--- src/sv/wavhp_pkg.sv ---
`default_nettype none
// ----------------------------------------------------------------------------
// wavhp_pkg
// shared types, codes and constants of the riff/wave header parser
// ----------------------------------------------------------------------------
package wavhp_pkg;

	localparam int unsigned REC_LEN = 18;

	// parser phases
	localparam logic [3:0] PH_RIFF  = 4'd0;
	localparam logic [3:0] PH_RSIZE = 4'd1;
	localparam logic [3:0] PH_WAVE  = 4'd2;
	localparam logic [3:0] PH_HDR   = 4'd3;
	localparam logic [3:0] PH_FMT   = 4'd4;
	localparam logic [3:0] PH_SKIP  = 4'd5;

	// result status codes
	localparam logic [2:0] ST_OK      = 3'd0;
	localparam logic [2:0] ST_NO_RIFF = 3'd1;
	localparam logic [2:0] ST_NO_WAVE = 3'd2;
	localparam logic [2:0] ST_NO_PCM  = 3'd3;
	localparam logic [2:0] ST_TRUNC   = 3'd4;

	// chunk ids as they arrive, first byte in the top bits
	localparam logic [31:0] TAG_RIFF = 32'h5249_4646;
	localparam logic [31:0] TAG_WAVE = 32'h5741_5645;
	localparam logic [31:0] TAG_FMT  = 32'h666D_7420;
	localparam logic [31:0] TAG_DATA = 32'h6461_7461;

	localparam logic [15:0] FMT_PCM = 16'd1;

	// pcm, 2 ch, 48000 Hz, 192000 B/s, align 4, 16 bit, extra 0
	localparam logic [REC_LEN-1:0][7:0] REC_DEFAULT = {
		8'h00, 8'h00, 8'h00, 8'h10, 8'h00, 8'h04,
		8'h00, 8'h02, 8'hEE, 8'h00, 8'h00, 8'h00,
		8'hBB, 8'h80, 8'h00, 8'h02, 8'h00, 8'h01
	};

	typedef logic [REC_LEN-1:0][7:0] rec_t;

	typedef struct packed {
		logic [3:0]  phase;
		logic [31:0] cnt;
		logic [31:0] tag;
		logic [31:0] len;
		rec_t        rec;
		logic        fin;
	} parse_state_t;

	typedef struct packed {
		logic [7:0] in_byte;
		logic       last_byte;
	} in_beat_t;

	typedef struct packed {
		logic [31:0] data_size;
		logic [15:0] extra_size;
		logic [15:0] bits_per_sample;
		logic [15:0] block_align;
		logic [31:0] byte_rate;
		logic [31:0] sample_rate;
		logic [15:0] channels;
		logic [15:0] format_tag;
		logic [2:0]  status;
	} res_t;

	function automatic parse_state_t rearm_state();
		parse_state_t s;
		s.phase = PH_RIFF;
		s.cnt   = '0;
		s.tag   = '0;
		s.len   = '0;
		s.rec   = REC_DEFAULT;
		s.fin   = 1'b0;
		return s;
	endfunction

endpackage
`default_nettype wire

--- src/sv/wavhp_in_reg.sv ---
`default_nettype none
// ----------------------------------------------------------------------------
// wavhp_in_reg
// input register: holds one byte beat until the parser steps on it
// ----------------------------------------------------------------------------
module wavhp_in_reg (
	input  wire logic              clk,
	input  wire logic              arst_n,
	input  wire logic              in_valid,
	output logic                   in_ready,
	input  wire wavhp_pkg::in_beat_t in_beat,
	input  wire logic              step_en,
	output logic                   valid_s1,
	output wavhp_pkg::in_beat_t    beat_s1
);

	logic vld_s1;

	// free when empty or when the held beat is consumed this cycle
	assign in_ready = !vld_s1 || step_en;
	assign valid_s1 = vld_s1;

	always_ff @(posedge clk or negedge arst_n) begin
		if (!arst_n) begin
			vld_s1 <= 1'b0;
		end else if (in_ready) begin
			vld_s1 <= in_valid;
		end
	end

	always_ff @(posedge clk) begin
		if (in_ready && in_valid) begin
			beat_s1 <= in_beat;
		end
	end

endmodule
`default_nettype wire

--- src/sv/wavhp_step.sv ---
`default_nettype none
// ----------------------------------------------------------------------------
// wavhp_step
// next-state and result logic for one file byte
// ----------------------------------------------------------------------------
module wavhp_step (
	input  wire wavhp_pkg::parse_state_t st,
	input  wire wavhp_pkg::in_beat_t     beat,
	output wavhp_pkg::parse_state_t      nxt,
	output logic                         res_valid,
	output wavhp_pkg::res_t              res
);

	always_comb begin
		logic [31:0] cnt_inc;
		logic [31:0] fill;
		logic [31:0] len_base;
		logic [2:0]  status;
		logic        emit;
		logic [7:0]  b;

		b        = beat.in_byte;
		nxt      = st;
		emit     = 1'b0;
		status   = wavhp_pkg::ST_OK;
		cnt_inc  = st.cnt + 32'd1;
		fill     = (st.len < 32'(wavhp_pkg::REC_LEN)) ? st.len : 32'(wavhp_pkg::REC_LEN);
		len_base = (st.cnt == 32'd0) ? 32'd0 : st.len;

		if (!st.fin) begin
			unique case (st.phase) inside
				wavhp_pkg::PH_RIFF, wavhp_pkg::PH_RSIZE, wavhp_pkg::PH_WAVE: begin
					nxt.tag = {st.tag[23:0], b};
					nxt.cnt = cnt_inc;
					if (cnt_inc == 32'd4) begin
						nxt.cnt = '0;
						if (st.phase == wavhp_pkg::PH_RIFF) begin
							if (nxt.tag != wavhp_pkg::TAG_RIFF) begin
								emit   = 1'b1;
								status = wavhp_pkg::ST_NO_RIFF;
							end else begin
								nxt.phase = wavhp_pkg::PH_RSIZE;
							end
						end else if (st.phase == wavhp_pkg::PH_RSIZE) begin
							nxt.phase = wavhp_pkg::PH_WAVE;
						end else if (nxt.tag != wavhp_pkg::TAG_WAVE) begin
							emit   = 1'b1;
							status = wavhp_pkg::ST_NO_WAVE;
						end else begin
							nxt.phase = wavhp_pkg::PH_HDR;
						end
					end
				end
				wavhp_pkg::PH_HDR: begin
					nxt.len = len_base;
					if (st.cnt < 32'd4) begin
						nxt.tag = {st.tag[23:0], b};
					end else begin
						// size field, little-endian
						case (st.cnt[1:0])
							2'd0:    nxt.len[7:0]   = len_base[7:0]   | b;
							2'd1:    nxt.len[15:8]  = len_base[15:8]  | b;
							2'd2:    nxt.len[23:16] = len_base[23:16] | b;
							default: nxt.len[31:24] = len_base[31:24] | b;
						endcase
					end
					nxt.cnt = cnt_inc;
					if (cnt_inc >= 32'd8) begin
						nxt.cnt = '0;
						if (nxt.tag == wavhp_pkg::TAG_FMT) begin
							if (nxt.len == 32'd0) begin
								if ({st.rec[1], st.rec[0]} != wavhp_pkg::FMT_PCM) begin
									emit   = 1'b1;
									status = wavhp_pkg::ST_NO_PCM;
								end
							end else begin
								nxt.phase = wavhp_pkg::PH_FMT;
							end
						end else if (nxt.tag == wavhp_pkg::TAG_DATA) begin
							emit   = 1'b1;
							status = wavhp_pkg::ST_OK;
						end else if (nxt.len != 32'd0) begin
							nxt.phase = wavhp_pkg::PH_SKIP;
						end
					end
				end
				wavhp_pkg::PH_FMT: begin
					for (int i = 0; i < int'(wavhp_pkg::REC_LEN); i++) begin
						if (st.cnt == 32'(i)) begin
							nxt.rec[i] = b;
						end
					end
					nxt.cnt = cnt_inc;
					if (cnt_inc == fill &&
					    {nxt.rec[1], nxt.rec[0]} != wavhp_pkg::FMT_PCM) begin
						emit   = 1'b1;
						status = wavhp_pkg::ST_NO_PCM;
					end else if (cnt_inc == st.len) begin
						nxt.phase = wavhp_pkg::PH_HDR;
						nxt.cnt   = '0;
					end
				end
				default: begin
					nxt.cnt = cnt_inc;
					if (cnt_inc == st.len) begin
						nxt.phase = wavhp_pkg::PH_HDR;
						nxt.cnt   = '0;
					end
				end
			endcase

			if (emit) begin
				nxt.fin = 1'b1;
			end
			if (beat.last_byte && !emit) begin
				emit   = 1'b1;
				status = wavhp_pkg::ST_TRUNC;
			end
		end

		// result fields come from the record as it stands after this byte
		res.status          = status;
		res.format_tag      = {nxt.rec[1], nxt.rec[0]};
		res.channels        = {nxt.rec[3], nxt.rec[2]};
		res.sample_rate     = {nxt.rec[7], nxt.rec[6], nxt.rec[5], nxt.rec[4]};
		res.byte_rate       = {nxt.rec[11], nxt.rec[10], nxt.rec[9], nxt.rec[8]};
		res.block_align     = {nxt.rec[13], nxt.rec[12]};
		res.bits_per_sample = {nxt.rec[15], nxt.rec[14]};
		res.extra_size      = {nxt.rec[17], nxt.rec[16]};
		res.data_size       = (status == wavhp_pkg::ST_OK) ? nxt.len : 32'd0;
		res_valid           = emit;

		if (beat.last_byte) begin
			nxt = wavhp_pkg::rearm_state();
		end
	end

endmodule
`default_nettype wire

--- src/sv/wavhp_out_reg.sv ---
`default_nettype none
// ----------------------------------------------------------------------------
// wavhp_out_reg
// result register on the output stream
// ----------------------------------------------------------------------------
module wavhp_out_reg (
	input  wire logic           clk,
	input  wire logic           arst_n,
	input  wire logic           load,
	input  wire wavhp_pkg::res_t res_in,
	output logic                out_valid,
	input  wire logic           out_ready,
	output wavhp_pkg::res_t     res_q,
	output logic                free
);

	logic vld_q;

	assign out_valid = vld_q;
	assign free      = !vld_q || out_ready;

	always_ff @(posedge clk or negedge arst_n) begin
		if (!arst_n) begin
			vld_q <= 1'b0;
		end else if (load) begin
			vld_q <= 1'b1;
		end else if (out_ready) begin
			vld_q <= 1'b0;
		end
	end

	always_ff @(posedge clk) begin
		if (load) begin
			res_q <= res_in;
		end
	end

endmodule
`default_nettype wire

--- src/sv/wav_header_parser_core.sv ---
`default_nettype none
// ----------------------------------------------------------------------------
// wav_header_parser_core
// riff/wave header parser, one file byte per beat
// ----------------------------------------------------------------------------
// Feed a WAVE file one byte per input beat, with tlast on its final byte. The
// block checks the RIFF and WAVE tags, walks the sub-chunks, loads the first
// up to 18 bytes of each fmt chunk into the format record and skips all other
// chunk bodies; a data header ends the parse. Each file yields exactly one
// output beat: status ok with the data size, or an error code (not riff, not
// wave, not pcm, truncated) with the format record as it stood. Bytes after
// the result are dropped until tlast, which rearms the parser. One byte is
// taken per cycle; a byte passes through an input register and one step of
// the parser state update, and its result is held in the result register.
// Input only stalls while the result register is full and not being taken.
// ----------------------------------------------------------------------------
module wav_header_parser_core (
	input  wire logic         clk,
	input  wire logic         arst_n,
	input  wire logic         s_axis_tvalid,
	output logic              s_axis_tready,
	input  wire logic [7:0]   s_axis_tdata,  // in_byte
	input  wire logic         s_axis_tlast,  // last_byte
	output logic              m_axis_tvalid,
	input  wire logic         m_axis_tready,
	// status[2:0], format_tag[18:3], channels[34:19], sample_rate[66:35],
	// byte_rate[98:67], block_align[114:99], bits_per_sample[130:115],
	// extra_size[146:131], data_size[178:147], zero fill [183:179]
	output logic [183:0]      m_axis_tdata
);

	wavhp_pkg::in_beat_t     in_beat;
	wavhp_pkg::in_beat_t     beat_s1;
	wavhp_pkg::parse_state_t st_q;
	wavhp_pkg::parse_state_t st_nxt;
	wavhp_pkg::res_t         res;
	wavhp_pkg::res_t         res_q;
	logic                    valid_s1;
	logic                    step_en;
	logic                    res_valid;
	logic                    out_free;

	assign in_beat.in_byte   = s_axis_tdata;
	assign in_beat.last_byte = s_axis_tlast;
	assign step_en           = valid_s1 && out_free;

	wavhp_in_reg u_in_reg (
		.clk      (clk),
		.arst_n   (arst_n),
		.in_valid (s_axis_tvalid),
		.in_ready (s_axis_tready),
		.in_beat  (in_beat),
		.step_en  (step_en),
		.valid_s1 (valid_s1),
		.beat_s1  (beat_s1)
	);

	wavhp_step u_step (
		.st        (st_q),
		.beat      (beat_s1),
		.nxt       (st_nxt),
		.res_valid (res_valid),
		.res       (res)
	);

	always_ff @(posedge clk or negedge arst_n) begin
		if (!arst_n) begin
			st_q <= wavhp_pkg::rearm_state();
		end else if (step_en) begin
			st_q <= st_nxt;
		end
	end

	wavhp_out_reg u_out_reg (
		.clk       (clk),
		.arst_n    (arst_n),
		.load      (step_en && res_valid),
		.res_in    (res),
		.out_valid (m_axis_tvalid),
		.out_ready (m_axis_tready),
		.res_q     (res_q),
		.free      (out_free)
	);

	assign m_axis_tdata = {5'b0, res_q};

`ifndef ASSERT_OFF
	// a finished parse stays silent until the file ends
	a_quiet_after_result: assert property (@(posedge clk) disable iff (!arst_n)
		step_en && st_q.fin |-> !res_valid)
		else $error("result produced after parse finished");

	// the last byte of a file always rearms the parser
	a_rearm_on_last: assert property (@(posedge clk) disable iff (!arst_n)
		step_en && beat_s1.last_byte |=>
		st_q.phase == wavhp_pkg::PH_RIFF && !st_q.fin && st_q.cnt == 32'd0)
		else $error("parser not rearmed after last byte");

	// a result before the last byte marks the file as finished
	a_fin_after_result: assert property (@(posedge clk) disable iff (!arst_n)
		step_en && res_valid && !beat_s1.last_byte |=> st_q.fin)
		else $error("result did not mark the parse finished");

	// error results never carry a data size
	a_err_no_size: assert property (@(posedge clk) disable iff (!arst_n)
		res_valid && res.status != wavhp_pkg::ST_OK |-> res.data_size == 32'd0)
		else $error("error result with nonzero data size");
`endif

endmodule
`default_nettype wire
--- config.mk ---
export PLATFORM = sky130hd
export DESIGN_NAME = wav_header_parser_core
export DESIGN_NICKNAME = d
export VERILOG_FILES = /design/src/sv/wavhp_pkg.sv /design/src/sv/wavhp_in_reg.sv /design/src/sv/wavhp_step.sv /design/src/sv/wavhp_out_reg.sv /design/src/sv/wav_header_parser_core.sv
export SDC_FILE = /design/constraint.sdc
export NUM_CORES = 1
export LEC_CHECK = 0
export ABC_AREA = 1
export BUFFER_PORTS_ARGS = -buffer_cell sky130_fd_sc_hd__buf_4
export CAP_MARGIN = 20
export CORE_ASPECT_RATIO = 0.6
export CORE_MARGIN = 2
export CORE_UTILIZATION = 46
export DETAILED_ROUTE_END_ITERATION = 12
export GPL_ROUTABILITY_DRIVEN = 0
export GPL_TIMING_DRIVEN = 0
export PLACE_DENSITY_LB_ADDON = 0.3
export SYNTH_ARGS = -nofsm -noshare
export SYNTH_HDL_FRONTEND = slang
export SYNTH_SLANG_ARGS = --single-unit
export TNS_END_PERCENT = 1
--- constraint.sdc ---
create_clock -name clk -period 17.7 [get_ports clk]
set_input_delay 3.54 -clock clk [delete_from_list [all_inputs] [get_ports clk]]
set_output_delay 3.54 -clock clk [all_outputs]
set_load 0.005 [all_outputs]
==> impl_metrics.csv <==
group,metric,value,unit
run_status,outcome,"finished, final reports clean",
detailed_routing,wl_per_cell,20.77,um
synthesis,synth.distinct_cells,42,
clock_network,clk_pin_slew_worst_paths,60,ps
detailed_routing,via_count,20920,
sta,worst_clock_skew,35.78,ps
detailed_routing,drt-vias-per-instance,5.838,
clock_network,cts_buffers,44,
synthesis,synth_edf_count,188,
synthesis,synth_top_area_share,26.02,%
synthesis,ys_ff_latch,435,
synthesis,synthMostInstantiatedCell,"nand2_1",
sta,fin_crit,7533,ps
layout,syn2layout_area_growth,17.75,%
synthesis,synth_warnings,0,
floorplanning,dieArea,49700,sq um
sta,rsz0062_at_grt,"no",
sta,fin_crit_sh,42.56,%
synthesis,synthesis.area,22020,sq um
synthesis,synth-seq-area-share,53.80,%
clock_network,ctsHoldBuffers,0,
sta,worstMarginPinSlew,1064,ps
global_routing,track_usage,29.54,%
clock_network,cts_root_buffer,"clkbuf_16",
detailed_routing,drtIter0Drc,3357,
synthesis,synth_common_cells,"nand2_1 (683), inv_1 (363), o21ai_0 (265)",
sta,finalSetupTns,0,ps
clock_network,cts-resized-gates,0,
sta,timing.final.ws_setup,10170,ps
global_routing,grt_remaining_overflow,0,
layout,drive_gt1_share,13.08,%
power,netSwitchingFraction,29.15,%
synthesis,syn_area_per_cell,8.288,sq um
floorplanning,core,47550,sq um
placed_design,portBuffers,193,
placed_design,dpl.hpwl,54640,um
power,p_int,1.716,mW
placed_design,preCtsSetupSlack,10180,ps
floorplanning,core.rowCount,62,
worst_setup_path,arrival,3990,ps
worst_hold_path,holdCritPathClass,"reg2reg",
sta,maxSlewHeadroom,29.06,%
detailed_routing,drtPass1Iterations,7,
floorplanning,start_util,46.31,%
global_routing,grt_pass1_vias,19490,
global_routing,grt_max_degree,97,
sta,hold_ws,483.6,ps
floorplanning,die_width,286.5,um
power,p_switching,0.7060,mW
synthesis,syn_inst,2657,
sta,max_clock_freq,132.8,MHz
layout,fin_util,54.53,%
power,power_density,93.40,nW/um^2
detailed_routing,drt-total-wl,74430,um
synthesis,async_flop_share,56.78,%
clock_network,htree_num_levels,2,
clock_network,cts_sinks,435,
floorplanning,die_y,173.5,um
power,pwr-share-seq,46.1,%
job,maxCapViolCount,0,
worst_setup_path,setup.worst_path.end_class,"output pin",
sta,finalSetupViolCount,0,
clock_network,clk_latency,580,ps
power,combPwrFrac,15.2,%
sta,finalHoldViolCount,0,
detailed_routing,final_antenna_net_count,0,
floorplanning,io_pins,199,
synthesis,synth-main-ff-cell,"dfrtp_1",
layout,antenna_cells,0,
worst_setup_path,worstSetupPathType,"in2out",
worst_setup_path,startpoint_type,"input pin",
power,p_leak,12.28,nW
global_routing,grt_pass1_wl,113000,um
synthesis,synthTopCellsByArea,"dfrtp_1 (26%), edfxtp_1 (26%), nand2_1 (12%)",
power,p_clk_share,38.7,%
clock_network,clockBufferDepth,3,
worst_setup_path,crit_fanout,3,
global_routing,antenna_found_initial,1,
power,max-vdd-ir-drop,0.06278,mV
worst_setup_path,crit_required,14160,ps
synthesis,synth_largest_area_cell,"dfrtp_1",
clock_network,cts_tree,"done",
layout,nets,2927,
sta,slew_violations,0,
detailed_routing,drc,0,
clock_network,postCtsSetupRepairBufs,0,
layout by cell type (no fill, tap or decap), types with 111 or more instances in the layout:
cell      instances
o21ai_0         265
buf_4           201
o22ai_1         138
edfxtp_1        188
dfrtp_1         229
nor2_1          189
nand2_1         683
inv_1           363
clkbuf_1        111
nand3_1         158
path summary, 6_finish.rpt:
check	from	to	slack (ps)	cells past startpoint
max in group asynchronous	arst_n	st_q[101]	13440	3
worst max register to register	st_q[209]	u_out_reg.res_q[95]	12750	18
worst max-delay path	m_axis_tready	s_axis_tready	10170	4
min in group asynchronous	arst_n	st_q[69]	2910	1
worst min register to register	st_q[71]	st_q[71]	480	2
worst min-delay path	st_q[71]	st_q[71]	480	2
per-layer routing:
| metal | vias to the layer above | global-route usage [%] | wire [um] |
|---|---|---|---|
| met2 | 1478 | 39.61 | 29530 |
| met5 | - | 0 | 12 |
| met4 | 2 | 10.65 | 2902 |
| met3 | 214 | 9.908 | 10990 |
| li1 | 9294 | - | - |
| met1 | 9936 | 43.98 | 30990 |
sequential cells by signal (all words and copies together), names as in the netlist:
signal               flops
u_in_reg.valid_s1        1
st_q                   245
u_in_reg.beat_s1         9
u_out_reg.out_valid      1
u_out_reg.res_q        179
cell type report:
class	count	area, sq um
tap	640	800.8
buffer	133	613.1
sequential	435	11850
timing repair buffer	202	1674
multi-input combinational	1722	8194
fill	4275	21620
clock inverter	19	180.2
inverter	371	1393
clock buffer	62	1229
worst max-delay path, cell delays in order:
cell and delay [ps]:
buf_4 110, inv_1 60, nand3_1 120, buf_4 170
metrics by stage:
step	total power, mW	std cells	area (sq um)
floorplan	1.332	2661	22040
finish	2.422	3584	25930
global route	2.493	3584	25930
global placement	1.488	3494	24290
detailed placement	1.486	3503	24520
CTS	2.413	3584	25930
logic make-up (layout without fill, tap and decap cells):
family                   after synthesis  in the layout  synth area share (%)
AO/OA/AOI/OAI                        478            478                 12.00
multiplexers                           1              1               0.04545
other                                  1              5               0.01703
flip-flops                           435            435                 53.80
XOR/XNOR                              22             22                0.8749
buffers and inverters                504            787                 9.107
adder cells (fa/ha/maj)                5              5                0.2841
AND/OR/NAND/NOR                     1211           1211                 23.87
power groups by stage:
stage | combinational [mW] | clock [mW] | sequential [mW]
floorplan | 0.187 | 0 | 1.14
global placement | 0.332 | 0 | 1.16
detailed placement | 0.351 | 0 | 1.14
CTS | 0.352 | 0.945 | 1.12
global route | 0.391 | 0.982 | 1.12
finish | 0.367 | 0.938 | 1.12
Note: power is estimated with default switching activity, not from simulation.
